`src/sv/hrke_pkg.sv`:
```
// Shared constants, types and the usage-to-keycode table for the HID report decoder.
`default_nettype none
package hrke_pkg;

  localparam int KEY_SLOTS   = 6;
  localparam int MAP_ENTRIES = 102;
  localparam int MOD_COUNT   = 7;

  localparam int SLOT_FIELDS = 6;
  localparam int ROM_DEPTH   = 102;
  localparam int ROM_AW      = $clog2(ROM_DEPTH);
  localparam int EVT_COUNT   = MOD_COUNT + 2 * KEY_SLOTS;

  localparam int IN_DATA_W   = 8 * (2 + SLOT_FIELDS);
  localparam int OUT_DATA_W  = 16;

  localparam int Q_DEPTH     = 2;
  localparam int Q_AW        = $clog2(Q_DEPTH);
  localparam int Q_CW        = $clog2(Q_DEPTH + 1);

  localparam logic EVT_KEY  = 1'b0;
  localparam logic EVT_SYNC = 1'b1;

  localparam logic [7:0] MOD_CODES [0:7] = '{
    8'd29, 8'd42, 8'd56, 8'd125, 8'd97, 8'd54, 8'd100, 8'd126
  };

  localparam logic [7:0] USAGE_ROM [0:ROM_DEPTH-1] = '{
    8'd0,   8'd0,   8'd0,   8'd0,   8'd30,  8'd48,  8'd46,  8'd32,
    8'd18,  8'd33,  8'd34,  8'd35,  8'd23,  8'd36,  8'd37,  8'd38,
    8'd50,  8'd49,  8'd24,  8'd25,  8'd16,  8'd19,  8'd31,  8'd20,
    8'd22,  8'd47,  8'd17,  8'd45,  8'd21,  8'd44,  8'd2,   8'd3,
    8'd4,   8'd5,   8'd6,   8'd7,   8'd8,   8'd9,   8'd10,  8'd11,
    8'd28,  8'd1,   8'd14,  8'd15,  8'd57,  8'd12,  8'd13,  8'd26,
    8'd27,  8'd0,   8'd43,  8'd39,  8'd40,  8'd41,  8'd51,  8'd52,
    8'd53,  8'd58,  8'd59,  8'd60,  8'd61,  8'd62,  8'd63,  8'd64,
    8'd65,  8'd66,  8'd67,  8'd68,  8'd87,  8'd88,  8'd99,  8'd70,
    8'd119, 8'd110, 8'd102, 8'd104, 8'd111, 8'd107, 8'd109, 8'd106,
    8'd105, 8'd108, 8'd103, 8'd69,  8'd98,  8'd55,  8'd74,  8'd78,
    8'd96,  8'd79,  8'd80,  8'd81,  8'd75,  8'd76,  8'd77,  8'd71,
    8'd72,  8'd73,  8'd82,  8'd83,  8'd86,  8'd127
  };

  // One classified report, as handed from the front end to the sequencer.
  typedef struct packed {
    logic [MOD_COUNT-1:0]       mod_chg;
    logic [MOD_COUNT-1:0]       mod_now;
    logic [KEY_SLOTS-1:0]       rel;
    logic [KEY_SLOTS-1:0]       prs;
    logic [KEY_SLOTS-1:0][7:0]  old_keys;
    logic [KEY_SLOTS-1:0][7:0]  new_keys;
  } rpt_entry_t;

  function automatic logic [7:0] map_usage(input logic [7:0] u);
    logic [7:0] code;
    code = 8'd0;
    if ({1'b0, u} < 9'(ROM_DEPTH)) begin
      code = USAGE_ROM[u[ROM_AW-1:0]];
    end
    return code;
  endfunction

endpackage
`default_nettype wire

```
`src/sv/hid_report_to_key_events.sv`:
```
// Top level of the boot keyboard report to key event decoder.
// Each input beat is one 8-byte boot keyboard report. It is diffed against the previous
// report (all zeros after reset) and turned into key press/release beats: changed modifier
// bits 0..6 in bit order, then per key slot a release for a vanished usage code and a press
// for a new one (usage codes 102 and above are ignored), then one sync beat with tlast set.
// The front end classifies a report in the cycle it is accepted and can take one report per
// cycle while its two-entry queue has room. The sequencer sends one event per cycle while
// out_tready allows it, and each report gives (number of events + 1) beats, 1 to 20, counting
// the sync beat, all driven by the single event sequencer through its output register.
`default_nettype none
module hid_report_to_key_events (
  input  wire logic                             clk,
  input  wire logic                             rst_n,
  input  wire logic                             in_tvalid,
  output logic                                  in_tready,
  // modifier_bits, reserved_byte, key_slot0 .. key_slot5
  input  wire logic [hrke_pkg::IN_DATA_W-1:0]   in_tdata,
  output logic                                  out_tvalid,
  input  wire logic                             out_tready,
  // key_code [7:0], pressed [8], zero pad
  output logic [hrke_pkg::OUT_DATA_W-1:0]       out_tdata,
  output logic                                  out_tlast,
  // event_kind
  output logic                                  out_tuser
);
  import hrke_pkg::*;

  logic        q_push;
  logic        q_full;
  logic        q_pop;
  logic        q_not_empty;
  rpt_entry_t  q_wdata;
  rpt_entry_t  q_rdata;

  hrke_front u_front (
    .clk       (clk),
    .rst_n     (rst_n),
    .in_tvalid (in_tvalid),
    .in_tready (in_tready),
    .in_tdata  (in_tdata),
    .q_push    (q_push),
    .q_wdata   (q_wdata),
    .q_full    (q_full)
  );

  hrke_fifo u_fifo (
    .clk       (clk),
    .rst_n     (rst_n),
    .push      (q_push),
    .wdata     (q_wdata),
    .full      (q_full),
    .pop       (q_pop),
    .rdata     (q_rdata),
    .not_empty (q_not_empty)
  );

  hrke_back u_back (
    .clk         (clk),
    .rst_n       (rst_n),
    .q_rdata     (q_rdata),
    .q_not_empty (q_not_empty),
    .q_pop       (q_pop),
    .out_tvalid  (out_tvalid),
    .out_tready  (out_tready),
    .out_tdata   (out_tdata),
    .out_tlast   (out_tlast),
    .out_tuser   (out_tuser)
  );

endmodule
`default_nettype wire

```
`src/sv/hrke_front.sv`:
```
// Front end: accepts reports, diffs them against the previous report and classifies events.
`default_nettype none
module hrke_front (
  input  wire logic                             clk,
  input  wire logic                             rst_n,
  input  wire logic                             in_tvalid,
  output logic                                  in_tready,
  input  wire logic [hrke_pkg::IN_DATA_W-1:0]   in_tdata,
  output logic                                  q_push,
  output hrke_pkg::rpt_entry_t                  q_wdata,
  input  wire logic                             q_full
);
  import hrke_pkg::*;

  logic [7:0]                 prev_mods_r;
  logic [KEY_SLOTS-1:0][7:0]  prev_keys_r;
  logic [7:0]                 mods;
  logic [KEY_SLOTS-1:0][7:0]  keys;
  logic [KEY_SLOTS-1:0]       rel;
  logic [KEY_SLOTS-1:0]       prs;

  assign mods = in_tdata[7:0];

  // slots beyond the report's six bytes read as empty
  for (genvar gi = 0; gi < KEY_SLOTS; gi++) begin : g_slot
    if (gi < SLOT_FIELDS) begin : g_real
      assign keys[gi] = in_tdata[16 + 8 * gi +: 8];
    end else begin : g_pad
      assign keys[gi] = 8'd0;
    end
  end

  always_comb begin
    logic found_old;
    logic found_new;
    for (int i = 0; i < KEY_SLOTS; i++) begin
      found_old = 1'b0;
      found_new = 1'b0;
      for (int j = 0; j < KEY_SLOTS; j++) begin
        if (keys[j] == prev_keys_r[i]) found_old = 1'b1;
        if (prev_keys_r[j] == keys[i]) found_new = 1'b1;
      end
      rel[i] = (prev_keys_r[i] != 8'd0) && !found_old &&
               ({1'b0, prev_keys_r[i]} < 9'(MAP_ENTRIES));
      prs[i] = (keys[i] != 8'd0) && !found_new &&
               ({1'b0, keys[i]} < 9'(MAP_ENTRIES));
    end
  end

  assign in_tready = !q_full;
  assign q_push    = in_tvalid && in_tready;

  always_comb begin
    q_wdata.mod_chg  = mods[MOD_COUNT-1:0] ^ prev_mods_r[MOD_COUNT-1:0];
    q_wdata.mod_now  = mods[MOD_COUNT-1:0];
    q_wdata.rel      = rel;
    q_wdata.prs      = prs;
    q_wdata.old_keys = prev_keys_r;
    q_wdata.new_keys = keys;
  end

  always_ff @(posedge clk) begin
    if (!rst_n) begin
      prev_mods_r <= 8'd0;
      prev_keys_r <= '0;
    end else if (q_push) begin
      prev_mods_r <= mods;
      prev_keys_r <= keys;
    end
  end

endmodule
`default_nettype wire

```
`src/sv/hrke_fifo.sv`:
```
// Short queue of classified reports between the front end and the event sequencer.
`default_nettype none
module hrke_fifo (
  input  wire logic                  clk,
  input  wire logic                  rst_n,
  input  wire logic                  push,
  input  wire hrke_pkg::rpt_entry_t  wdata,
  output logic                       full,
  input  wire logic                  pop,
  output hrke_pkg::rpt_entry_t       rdata,
  output logic                       not_empty
);
  import hrke_pkg::*;

  rpt_entry_t        mem_r [0:Q_DEPTH-1];
  logic [Q_AW-1:0]   wr_ptr_r;
  logic [Q_AW-1:0]   rd_ptr_r;
  logic [Q_CW-1:0]   count_r;

  assign full      = (count_r == Q_CW'(Q_DEPTH));
  assign not_empty = (count_r != '0);
  assign rdata     = mem_r[rd_ptr_r];

  always_ff @(posedge clk) begin
    if (push) mem_r[wr_ptr_r] <= wdata;
  end

  always_ff @(posedge clk) begin
    if (!rst_n) begin
      wr_ptr_r <= '0;
      rd_ptr_r <= '0;
      count_r  <= '0;
    end else begin
      if (push) wr_ptr_r <= wr_ptr_r + Q_AW'(1);
      if (pop)  rd_ptr_r <= rd_ptr_r + Q_AW'(1);
      if (push && !pop)      count_r <= count_r + Q_CW'(1);
      else if (pop && !push) count_r <= count_r - Q_CW'(1);
    end
  end

  a_no_overflow: assert property (@(posedge clk) disable iff (!rst_n)
    full |-> !push) else $error("push into full report queue");
  a_no_underflow: assert property (@(posedge clk) disable iff (!rst_n)
    !not_empty |-> !pop) else $error("pop from empty report queue");
  a_count_bound: assert property (@(posedge clk) disable iff (!rst_n)
    count_r <= Q_CW'(Q_DEPTH)) else $error("report queue count out of range");

endmodule
`default_nettype wire

```
`src/sv/hrke_back.sv`:
```
// Event sequencer: walks one classified report's pending events and drives the output register.
`default_nettype none
module hrke_back (
  input  wire logic                             clk,
  input  wire logic                             rst_n,
  input  wire hrke_pkg::rpt_entry_t             q_rdata,
  input  wire logic                             q_not_empty,
  output logic                                  q_pop,
  output logic                                  out_tvalid,
  input  wire logic                             out_tready,
  output logic [hrke_pkg::OUT_DATA_W-1:0]       out_tdata,
  output logic                                  out_tlast,
  output logic                                  out_tuser
);
  import hrke_pkg::*;

  logic                  busy_r, busy_nxt;
  logic [EVT_COUNT-1:0]  pend_r, pend_nxt;
  rpt_entry_t            cur_r;
  logic                  out_valid_r, out_valid_nxt;
  logic [7:0]            out_code_r;
  logic                  out_pr_r;
  logic                  out_kind_r;
  logic                  out_last_r;

  logic                  adv;
  logic                  fire;
  logic                  do_sync;
  logic                  load;
  logic [EVT_COUNT-1:0]  pick;
  logic [EVT_COUNT-1:0]  load_pend;
  logic                  sel_mod;
  logic [7:0]            mod_code;
  logic [7:0]            usage;
  logic                  ev_pr;
  logic [7:0]            ev_code;

  assign adv     = !out_valid_r || out_tready;
  assign fire    = busy_r && adv;
  assign do_sync = fire && (pend_r == '0);
  assign load    = q_not_empty && (!busy_r || do_sync);
  assign q_pop   = load;

  // lowest pending event goes first: modifiers by bit, then release/press per slot
  assign pick = pend_r & (~pend_r + EVT_COUNT'(1));

  always_comb begin
    load_pend[MOD_COUNT-1:0] = q_rdata.mod_chg;
    for (int i = 0; i < KEY_SLOTS; i++) begin
      load_pend[MOD_COUNT + 2 * i]     = q_rdata.rel[i];
      load_pend[MOD_COUNT + 2 * i + 1] = q_rdata.prs[i];
    end
  end

  always_comb begin
    sel_mod  = 1'b0;
    mod_code = 8'd0;
    usage    = 8'd0;
    ev_pr    = 1'b0;
    for (int b = 0; b < MOD_COUNT; b++) begin
      if (pick[b]) begin
        sel_mod  = 1'b1;
        mod_code = mod_code | MOD_CODES[b];
        ev_pr    = ev_pr | cur_r.mod_now[b];
      end
    end
    for (int i = 0; i < KEY_SLOTS; i++) begin
      if (pick[MOD_COUNT + 2 * i]) usage = usage | cur_r.old_keys[i];
      if (pick[MOD_COUNT + 2 * i + 1]) begin
        usage = usage | cur_r.new_keys[i];
        ev_pr = 1'b1;
      end
    end
    ev_code = sel_mod ? mod_code : map_usage(usage);
  end

  always_comb begin
    busy_nxt      = busy_r;
    pend_nxt      = pend_r;
    out_valid_nxt = out_valid_r;
    if (adv) out_valid_nxt = busy_r;
    if (fire && !do_sync) pend_nxt = pend_r & ~pick;
    if (do_sync) busy_nxt = 1'b0;
    if (load) begin
      busy_nxt = 1'b1;
      pend_nxt = load_pend;
    end
  end

  always_ff @(posedge clk) begin
    if (!rst_n) begin
      busy_r      <= 1'b0;
      pend_r      <= '0;
      out_valid_r <= 1'b0;
    end else begin
      busy_r      <= busy_nxt;
      pend_r      <= pend_nxt;
      out_valid_r <= out_valid_nxt;
    end
  end

  always_ff @(posedge clk) begin
    if (load) cur_r <= q_rdata;
    if (fire) begin
      out_kind_r <= do_sync ? EVT_SYNC : EVT_KEY;
      out_code_r <= do_sync ? 8'd0 : ev_code;
      out_pr_r   <= do_sync ? 1'b1 : ev_pr;
      out_last_r <= do_sync;
    end
  end

  assign out_tvalid = out_valid_r;
  assign out_tdata  = {{(OUT_DATA_W - 9){1'b0}}, out_pr_r, out_code_r};
  assign out_tlast  = out_last_r;
  assign out_tuser  = out_kind_r;

  a_idle_clear: assert property (@(posedge clk) disable iff (!rst_n)
    !busy_r |-> (pend_r == '0)) else $error("pending events while idle");
  a_sync_shape: assert property (@(posedge clk) disable iff (!rst_n)
    out_tvalid && out_tuser |-> out_tlast && out_tdata[8] && (out_tdata[7:0] == 8'd0))
    else $error("malformed sync beat");
  a_last_is_sync: assert property (@(posedge clk) disable iff (!rst_n)
    out_tvalid && out_tlast |-> out_tuser) else $error("last beat is not sync");
  a_single_event: assert property (@(posedge clk) disable iff (!rst_n)
    fire && !do_sync |-> $onehot(pick)) else $error("event pick not one-hot");

endmodule
`default_nettype wire

```
`config.mk`:
```
export PLATFORM = sky130hd
export DESIGN_NAME = hid_report_to_key_events
export DESIGN_NICKNAME = d
export VERILOG_FILES = /design/src/sv/hrke_pkg.sv /design/src/sv/hid_report_to_key_events.sv /design/src/sv/hrke_front.sv /design/src/sv/hrke_fifo.sv /design/src/sv/hrke_back.sv
export SDC_FILE = /design/constraint.sdc
export NUM_CORES = 1
export LEC_CHECK = 0
export BUFFER_PORTS_ARGS = -buffer_cell sky130_fd_sc_hd__buf_2
export CORE_MARGIN = 2
export CORE_UTILIZATION = 60
export CTS_CLUSTER_DIAMETER = 50
export DETAILED_ROUTE_END_ITERATION = 12
export PLACE_DENSITY_LB_ADDON = 0.3
export SLEW_MARGIN = 15
export SYNTH_ARGS = -nofsm -noshare
export SYNTH_HDL_FRONTEND = slang
export SYNTH_SLANG_ARGS = --single-unit
export TNS_END_PERCENT = 20
```
`constraint.sdc`:
```
create_clock -name clk -period 16.4 [get_ports clk]
set_input_delay 3.28 -clock clk [delete_from_list [all_inputs] [get_ports clk]]
set_output_delay 3.28 -clock clk [all_outputs]
set_load 0.01 [all_outputs]
```
# ---- After elaboration in Yosys (flattened, before gate mapping)
# Memory sizes are Yosys's and may differ from the RTL's. A register that Yosys moved wholly into a read port is not among the register bits.
# Cells that the tools add are included.
dict set report op_classes {
  n_reduce_logical 69
  n_bitwise 23
  muxes 120
  order_cmp 14
  add_sub_neg 5
  n_eq_ne 73
}
# op n
set ops {}
lappend ops {{equality test 8 bit} 72}
lappend ops {{2-to-1 mux 8 bit} 16}
lappend ops {{< comparator 8 x 7 -> 1 bit (second input constant)} 13}
lappend ops {{nonzero test 8 bit} 12}
lappend ops {{2-to-1 mux 1 bit} 93}
lappend ops {{OR 8 bit} 11}
lappend ops {{bitwise AND 19 bit} 2}
lappend ops {{2-to-1 mux 19 bit} 2}
lappend ops {{NOT 19 bit} 2}
lappend ops {{logical AND 1 bit} 31}
lappend ops {{2-to-1 mux 7 bit} 3}
lappend ops {{adder 19 x 1 -> 19 bit (second input constant)} 1}
lappend ops {{logical NOT 19 bit} 1}
lappend ops {{logical NOT 1 bit} 18}
lappend ops {{2-to-1 mux 6 bit} 3}
lappend ops {{greater-or-equal comparator 8 bit (second input constant)} 1}
lappend ops {{NOT 7 -> 8 bit} 1}
lappend ops {{nonzero test 2 bit} 4}
lappend ops {{OR reduction 7 bit} 1}
lappend ops {{XOR 7 bit} 1}
lappend ops {{OR 1 bit} 6}
lappend ops {{2-to-1 mux 5 bit} 1}
lappend ops {{2-to-1 mux 2 bit} 2}
lappend ops {{adder 1 bit (second input constant)} 2}
lappend ops {{4 further kinds} 5}
dict set report word_totals {
  register_bits 194
  n_memories 2
  romBits 1024
  mem_bits_rw 244
  in_bits 68
  out_inout_bits 20
}
# memory depth width rd rd_clocked_by_memory_dff write_ports line_no
set memory_table {}
lappend memory_table {{(no name shown)} 128 8 1 0 0 hrke_pkg.sv:58} ;# code = USAGE_ROM[u[ROM_AW-1:0]];
lappend memory_table {u_fifo.mem_r 2 122 1 1 1 hrke_fifo.sv:15} ;# rpt_entry_t mem_r [0:Q_DEPTH-1];

# ---- Depth between registers and ports, before layout
# Gate-level depths: netlist of run 1.
dict set report logic_depth {
  ltp_word 32
  ltp_mapped 16
}

# ---- Modules after synthesis
# From an unflattened synthesis of run 1, not the netlist that was laid out.
dict set report unflattened {
  hier_cells 1912
  area_unflattened_um2 23271.1
}
# mod seq_area_each_um2 instances area_per_inst_um2 cells_per_inst
set modules_own_cells {}
lappend modules_own_cells {hrke_fifo 7427.1 1 9357.7 402}
lappend modules_own_cells {hrke_back 3783.6 1 6965.4 631}
lappend modules_own_cells {hrke_front 1101.1 1 6947.9 879}

# ---- Worst setup path after synthesis of run 1
# No wires, ideal clock.
dict set report synth_path {
  kind {input port to flip-flop}
  from {input port in_tvalid}
  to {memory u_fifo.mem_r[0][0] (netlist name) (enable)}
  setup_ns 0.605
  path_stages 4
  arrival_ns 8.832
  t_required_ns 15.795
  path_slack_ns 6.962
  cell_sequence {nand2_1 > clkbuf_1 > buf_1 > nor2_1}
}
dict set report synth_via {
  elab_chain_cells 3
}
# item line_no
set synth_lines {}
lappend synth_lines {{start: declaration} hid_report_to_key_events.sv:14} ;# input wire logic in_tvalid,
lappend synth_lines {{logical AND 1 bit} hrke_front.sv:51} ;# assign q_push = in_tvalid && in_tready;
lappend synth_lines {{2-to-1 mux 1 bit} hrke_fifo.sv:25} ;# if (push) mem_r[wr_ptr_r] <= wdata;
lappend synth_lines {{2-to-1 mux 1 bit (implied by the code)} hrke_fifo.sv:25}
lappend synth_lines {{end: declaration} hrke_fifo.sv:15}
# No other way between the ends.

# ---- Final worst setup path of run 1
dict set report layout_path {
  from {input port out_tready}
  to {register u_back.pend_r[18]}
}
dict set report layout_via {
  elab_chain_cells 6
  elab_cells_between_ends 9
  classes_between {mux: 1; reduce/logical: 8}
}
# item line_no
set layout_lines {}
lappend layout_lines {{start: declaration} hid_report_to_key_events.sv:19} ;# input wire logic out_tready,
lappend layout_lines {{logical OR 1 bit *} hrke_back.sv:38} ;# assign adv = !out_valid_r || out_tready;
lappend layout_lines {{logical AND 1 bit *} hrke_back.sv:39} ;# assign fire = busy_r && adv;
lappend layout_lines {{net u_back.fire} hrke_back.sv:27} ;# logic fire;
lappend layout_lines {{logical AND 1 bit} hrke_back.sv:40} ;# assign do_sync = fire && (pend_r == '0);
lappend layout_lines {{logical OR 1 bit or logical NOT 1 bit (tied branches)} {hrke_back.sv:41, hrke_back.sv:82}}
lappend layout_lines {{logical AND 1 bit (on tied branches)} {hrke_back.sv:41, hrke_back.sv:82}}
lappend layout_lines {{2-to-1 mux 19 bit or nonzero test 2 bit (tied branches)} n/a}
lappend layout_lines {{end signal: assignment} hrke_back.sv:97} ;# pend_r <= pend_nxt;
lappend layout_lines {{end: declaration} hrke_back.sv:18} ;# logic [EVT_COUNT-1:0] pend_r, pend_nxt;
# Mark *: on every way through the listed nets, which the timed path passes. The rest lies on a longest branch.
# A chain may end at the register's enable or synchronous reset.

==> flow_metrics.tcl, run 1 <==
set metrics [dict create \
    min_period_ns 6.42 \
    via_per_inst 6.72 \
    stdcell_count 2286 \
    synth_area_sq_mm 0.0218 \
    grtUsageTotal_pct 33.1 \
    synth_top_area_cell "edfxtp_1" \
    ys_seq_area_share_pct 56.4 \
    coreArea_sq_mm 0.0357 \
    ctsHoldBuffers 0 \
    setup_viol 0 \
    fin_nets 1870 \
    finalCritPeriodShare_pct 39.2 \
    drive_above_1_share_pct 16.6 \
    cts_tree "yes" \
    r2r_slack_ns 11.44 \
    syn_inst 1828 \
    max_freq_mhz 156 \
    rr_worst_depth 12 \
    timing.rr.end "u_back.out_code_r[1]" \
    clock_sinks 437 \
    layout_commonest_cell "edfxtp_1" \
    max-vdd-ir-drop_v 0.000142 \
    io_buffers 70 \
    ctsHtreeMaxLevel 2 \
    cts_made_buffers 48 \
    grt_pass1_wl_microns 93400 \
    arrival_ns 6.94 \
    cts_resized 0 \
    drt_iter0_drc 1915 \
    path_clk_slew_ns 0.06 \
    clk_latency_ns 0.60 \
    fillers 2557 \
    root_buffer "clkbuf_16" \
    antenna_found_initial 2 \
    synth_edf_count 356 \
    synth_ff_type "edfxtp_1" \
    grt_max_degree 77 \
    grt_pass1_vias 14900 \
    rr_startpoint "u_back.pend_r[12]" \
    drv_cap 0 \
    yosys.area.top_type_share_pct 49.0 \
    crit_path_cell_trace "buf_2 > nand2b_1 > and2_1 > nand3_1 > o21ai_0 > o21ai_2 > inv_4 > buf_4 > a21oi_1 > a211oi_1" \
    min_path_type "reg2reg" \
    n_antenna_cell 0 \
    die_y_microns 195 \
    finalHoldViolCount 0 \
    clockBufferDepth 3 \
    drv_slew 0 \
    crit_buf_inv 3 \
    gp_congestion 0.940 \
    crit_type "in2reg" \
    yosys-top-cells-area "edfxtp_1 (49%), xor2_1 (12%), dfxtp_1 (7.4%)" \
    rsz0062_at_grt "no" \
    dpl.cell_count 2198 \
    firstDrtPassIters 6 \
    synth.avg_cell_area_sq_um 11.9 \
    crit_path_end_kind "register" \
    max_slew_margin_pct 22.2 \
    powerDensity_mw_per_mm2 196 \
    cts_setup_buffers 0 \
    boundaryPins 88 \
    critPathLaunchType "primary input" \
    grt_overflow 0 \
    wl_microns 62600 \
    wl_per_cell_microns 27.4 \
    place_area_sq_mm 0.0221 \
    routed-via-count 15400 \
    cp.required_ns 16.91 \
    mostFrequentLayoutCells "edfxtp_1 (356), xor2_1 (288), nand2_1 (180)" \
    hp-start "u_front.prev_mods_r[6]" \
    worstMarginPinSlew_ns 1.17 \
    die_area_sq_mm 0.0379 \
    critPathLaunch "out_tready" \
    start_util_pct 61.2 \
    setup_tns_ns 0 \
    rows 69 \
    design_area_sq_mm 0.0236 \
    ys_types 88 \
    area_growth_pct 8.39 \
    ant_nets 0 \
    endpoint "u_back.pend_r[18]" \
    synthArstFlopShare_pct 0 \
    p_leak_uw 0.00871 \
    die_x_microns 195 \
    synth_warnings 0 \
    synth.ff_latch_count 437 \
    skew_ns 0.0248 \
    outcome "finished, final reports clean" \
    hpwl_microns 39800 \
    max_stage_delay_ns 0.74 \
    cp.depth 10 \
    cp_top_family "buffers and inverters" \
    critPathSlowestCell "inv_4" \
    worstPathMaxFanout 65 \
    drc_errors 0 \
]
==> stage by stage <==
step / utilization, % / hold slack (ns) / setup WS, ns / power, uW
after global routing: 66.3 / 0.485 / 9.60 / 4850
after floorplan: - / 0.424 / 6.96 / 3040
after global placement: 62.0 / 0.454 / 9.43 / 3530
final: 66.3 / 0.470 / 9.98 / 4640
after detailed placement: 62.0 / 0.466 / 9.33 / 3550
after CTS: 66.3 / 0.474 / 9.94 / 4600
==> kinds of logic after synthesis <==
| family | after synthesis | share of synthesized area, % |
|---|---|---|
| AO/OA/AOI/OAI | 288 | 9.44 |
| XOR/XNOR | 299 | 12.0 |
| adder cells (fa/ha/maj) | 15 | 0.860 |
| buffers and inverters | 196 | 3.96 |
| flip-flops | 437 | 56.4 |
| multiplexers | 122 | 6.25 |
| other | 1 | 0.0172 |
| AND/OR/NAND/NOR | 470 | 11.0 |
==> layer usage <==
| layer | global-route usage (%) | part of all wire (%) |
|---|---|---|
| met5 | 0.894 | 0.097 |
| met4 | 15.1 | 4.5 |
| met3 | 6.92 | 11 |
| met2 | 50.1 | 45 |
| met1 | 46.3 | 39 |
==> worst min path at each step <==
stage                                   endpoint  slack [ns]  depth (start not counted)
final                     u_front.prev_mods_r[6]        0.47                          2
after global routing      u_front.prev_mods_r[6]        0.48                          2
after CTS                 u_front.prev_mods_r[6]        0.47                          2
after detailed placement  u_front.prev_mods_r[6]        0.47                          2
after global placement    u_front.prev_mods_r[6]        0.45                          2
after floorplan              u_fifo.mem_r[0][48]        0.42                          0
==> sequential cells by signal (all words and copies together) (netlist names), 2 cells and up, named ones only <==
register and cells:
u_back.cur_r 103, u_back.out_code_r 7, u_back.pend_r 19, u_fifo.count_r 2, u_fifo.mem_r 244, u_front.prev_mods_r 7, u_front.q_wdata 48
==> worst register-to-register path, cell delays in order (launching register included) <==
cell	delay, ns
dfxtp_1	0.56
nor4_1	1.07
and2_1	0.38
and3_1	0.45
a22oi_1	0.18
nand3_2	0.30
inv_1	0.23
ha_1	0.48
a21oi_1	0.16
o21ai_0	0.10
a32oi_1	0.24
or4b_1	0.47
o311ai_1	0.12
==> synth_stat cells (7+ instances only) <==
master / instances
edfxtp_1: 356
xor2_1: 288
nand2_1: 181
clkbuf_1: 120
mux2_2: 113
nor4_1: 86
dfxtp_1: 81
a21oi_1: 61
nor2_1: 42
a21boi_0: 41
nand3_1: 40
nor3_1: 34
o21ai_0: 30
buf_1: 24
buf_2: 17
a211o_1: 16
a211oi_1: 16
a31oi_1: 16
a22oi_1: 15
ha_1: 15
or4_1: 14
buf_4: 13
inv_1: 13
nand4_1: 13
o211ai_1: 12
xnor2_1: 11
mux2i_1: 9
a311oi_1: 7
a32oi_1: 7
buf_6: 7
or3_1: 7
==> cell type report <==
| type | count | area, sq um | share of cell area, % |
|---|---|---|---|
| clock buffers | 58 | 1270 | 5.37 |
| clock inverters | 30 | 273 | 1.15 |
| inverters | 14 | 60.1 | 0.254 |
| multi-input cells | 1202 | 8690 | 36.8 |
| flip-flops and latches | 437 | 12300 | 52.1 |
| well taps | 461 | 577 | 2.44 |
| repair buffers | 84 | 455 | 1.93 |
==> power breakdown <==
group          leakage, uW  switching, uW  total, uW  internal (uW)
clock network     0.000757            457       1050            592
logic              0.00392           1200       1810            604
registers          0.00403            212       1780           1570
total              0.00871           1870       4640           2760
No activity file was read; power rests on OpenSTA's default activity.
==> run 2: changes to the inputs <==
--- a/config.mk
+++ b/config.mk
@@ -7,7 +7,7 @@
 export LEC_CHECK = 0
 export BUFFER_PORTS_ARGS = -buffer_cell sky130_fd_sc_hd__buf_2
 export CORE_MARGIN = 2
-export CORE_UTILIZATION = 60
+export CORE_UTILIZATION = 56
 export CTS_CLUSTER_DIAMETER = 50
 export DETAILED_ROUTE_END_ITERATION = 12
 export PLACE_DENSITY_LB_ADDON = 0.3
==> constraint.sdc (replaced) <==
create_clock -name clk -period 5.2 [get_ports clk]
set_input_delay 1.04 -clock clk [delete_from_list [all_inputs] [get_ports clk]]
set_output_delay 1.04 -clock clk [all_outputs]
set_load 0.01 [all_outputs]
==> run 2 against run 1 <==
Combinational power rose to 3.2 times the previous value. Count of clock-buffer cells in the layout is 5 higher. Worst hold slack better by 0.0059 ns. Die area rose by 7.0%. Clock skew is 0.0021 ns higher. Sequential power rose to 3.2 times the previous value. Register-to-register slack got worse by 11 ns. Largest cell class unchanged. Highest routed layer unchanged.
==> flow_metrics.tcl, run 2 (synthesis gave the netlist of run 1 again) <==
set metrics [dict create \
    outcome "finished, final reports clean" \
    grt_pass1_wl_microns 93900 \
    coreArea_sq_mm 0.0386 \
    via_per_inst 6.52 \
    critPathLaunch "u_back.pend_r[8]" \
    min_path_cells 2 \
    setup_ws_ns 0.703 \
    max_slew_margin_pct 26.0 \
    path_clk_slew_ns 0.06 \
    wl_per_cell_microns 27.2 \
    cp.required_ns 5.52 \
    clock_sinks 437 \
    r2r_slack_ns 0.70 \
    grt_max_degree 72 \
    die_x_microns 201 \
    die_y_microns 201 \
    hp-start "u_front.prev_mods_r[6]" \
    firstDrtPassIters 6 \
    drive_above_1_share_pct 17.5 \
    grtUsageTotal_pct 31.3 \
    largest-register "u_fifo.mem_r" \
    setup_viol 0 \
    crit_path_end_kind "register" \
    finalHoldViolCount 0 \
    p_leak_uw 0.00882 \
    dpl.cell_count 2271 \
    max-vdd-ir-drop_v 0.000357 \
    worstPathMaxFanout 18 \
    drt_iter0_drc 1787 \
    fin_nets 1884 \
    cts_setup_buffers 0 \
    final_util_pct 62.1 \
    cts_resized 0 \
    crit_type "reg2reg" \
    start_util_pct 56.6 \
    skew_ns 0.0269 \
    root_buffer "clkbuf_16" \
    max_stage_delay_ns 0.99 \
    ctsHtreeMaxLevel 2 \
    powerDensity_mw_per_mm2 621 \
    crit_path_cell_trace "nor4_2 > nand2_1 > nor3_1 > a22oi_1 > nand3_2 > inv_1 > ha_1 > nand3_1 > o21ai_0 > a2111oi_0 > o211ai_1" \
    post-place-ws_ns 0.883 \
    drc_errors 0 \
    n_antenna_cell 0 \
    ant_nets 0 \
    ctsHoldBuffers 0 \
    timing.rr.end "u_back.out_code_r[0]" \
    die_area_sq_mm 0.0405 \
    stdcell_count 2357 \
    grt_pass1_vias 14700 \
    rows 72 \
    largest_reg_flops 244 \
    critPathLaunchType "register" \
    rr_worst_depth 11 \
    whs_ns 0.476 \
    min_path_type "reg2reg" \
    max_freq_mhz 222 \
    arrival_ns 4.82 \
    finalCritPeriodShare_pct 86.5 \
    mostFrequentLayoutCells "edfxtp_1 (356), xor2_1 (288), nand2_1 (180)" \
    setup_tns_ns 0 \
    worstMarginPinSlew_ns 1.11 \
    min_period_ns 4.50 \
    hpwl_microns 41700 \
    drv_cap 0 \
    wl_microns 64100 \
    cts_tree "yes" \
    critPathSlowestCell "nor4_2" \
    io_buffers 70 \
    holdPathEnd "u_front.prev_mods_r[6]" \
    rr_startpoint "u_back.pend_r[8]" \
    routed-via-count 15400 \
    drv_slew 0 \
    rsz0062_at_grt "no" \
    grt_overflow 0 \
    clockBufferDepth 3 \
    gp_congestion 0.951 \
    layout_commonest_cell "edfxtp_1" \
    clk_latency_ns 0.60 \
    area_growth_pct 9.73 \
    antenna_found_initial 1 \
    boundaryPins 88 \
    cts_made_buffers 46 \
]
## run 2: cell count changes in the layout (fill, tap and decap cells not counted), moves of 2 or more
cell and delta:
buf_12 +3, buf_4 +13, bufinv_16 +2, clkbuf_1 +2
clkbuf_16 -2, clkbuf_8 +5, clkinv_1 -6, clkinv_2 -4
clkinv_4 +2, clkinvlp_4 +2, inv_6 -4
## run 2: final cells by class
cell class / instances / area (sq um)
Inverter: 14 / 60.1
Tap cell: 518 / 648
Clock buffer: 63 / 1290
Multi-Input combinational cell: 1202 / 8680
Clock inverter: 23 / 322
Timing Repair Buffer: 100 / 613
Fill cell: 3041 / 14600
Sequential cell: 437 / 12300
## run 2: critical path, delay by kind of cell (launching register included)
kind / cells / cell delay [ns]
and+or+nand+nor: 5 / 1.96
AOI/OAI and AO/OA: 4 / 1.17
DFF: 1 / 0.54
adders and majority gates: 1 / 0.39
buffers and inverters: 1 / 0.13
## run 2: power breakdown
group          switching [uW]  total, uW  internal (uW)
clock network            1450       3440           1990
registers                 681       5610           4930
logic                    3810       5820           2010
## run 2: how the worst max path moves through the flow
| stage | endpoint | slack, ns | cells after the start |
|---|---|---|---|
| global route | u_back.out_code_r[1] | 0.40 | 13 |
| global placement | u_back.out_code_r[1] | 0.89 | 12 |
| CTS | u_back.out_code_r[1] | 0.86 | 12 |
| finish | u_back.out_code_r[0] | 0.70 | 11 |
| floorplan | u_back.cur_r[0] | -0.37 | 7 |
| detailed placement | u_back.out_code_r[1] | 0.88 | 12 |
## run 2: routing by layer
metal	vias up	GRT usage (%)	wire length, microns
li1	6638	-	-
met1	7548	44.4	25900
met2	951	46.6	28000
met3	221	6.67	7170
met4	2	13.7	2930
met5	-	0	41
## run 2: per-stage QoR
step                power (uW)  area (sq um)
floorplan                 9570         21800
global placement         11300         22300
detailed placement       11300         22300
CTS                      14800         23900
global route             15500         23900
finish                   14900         23900
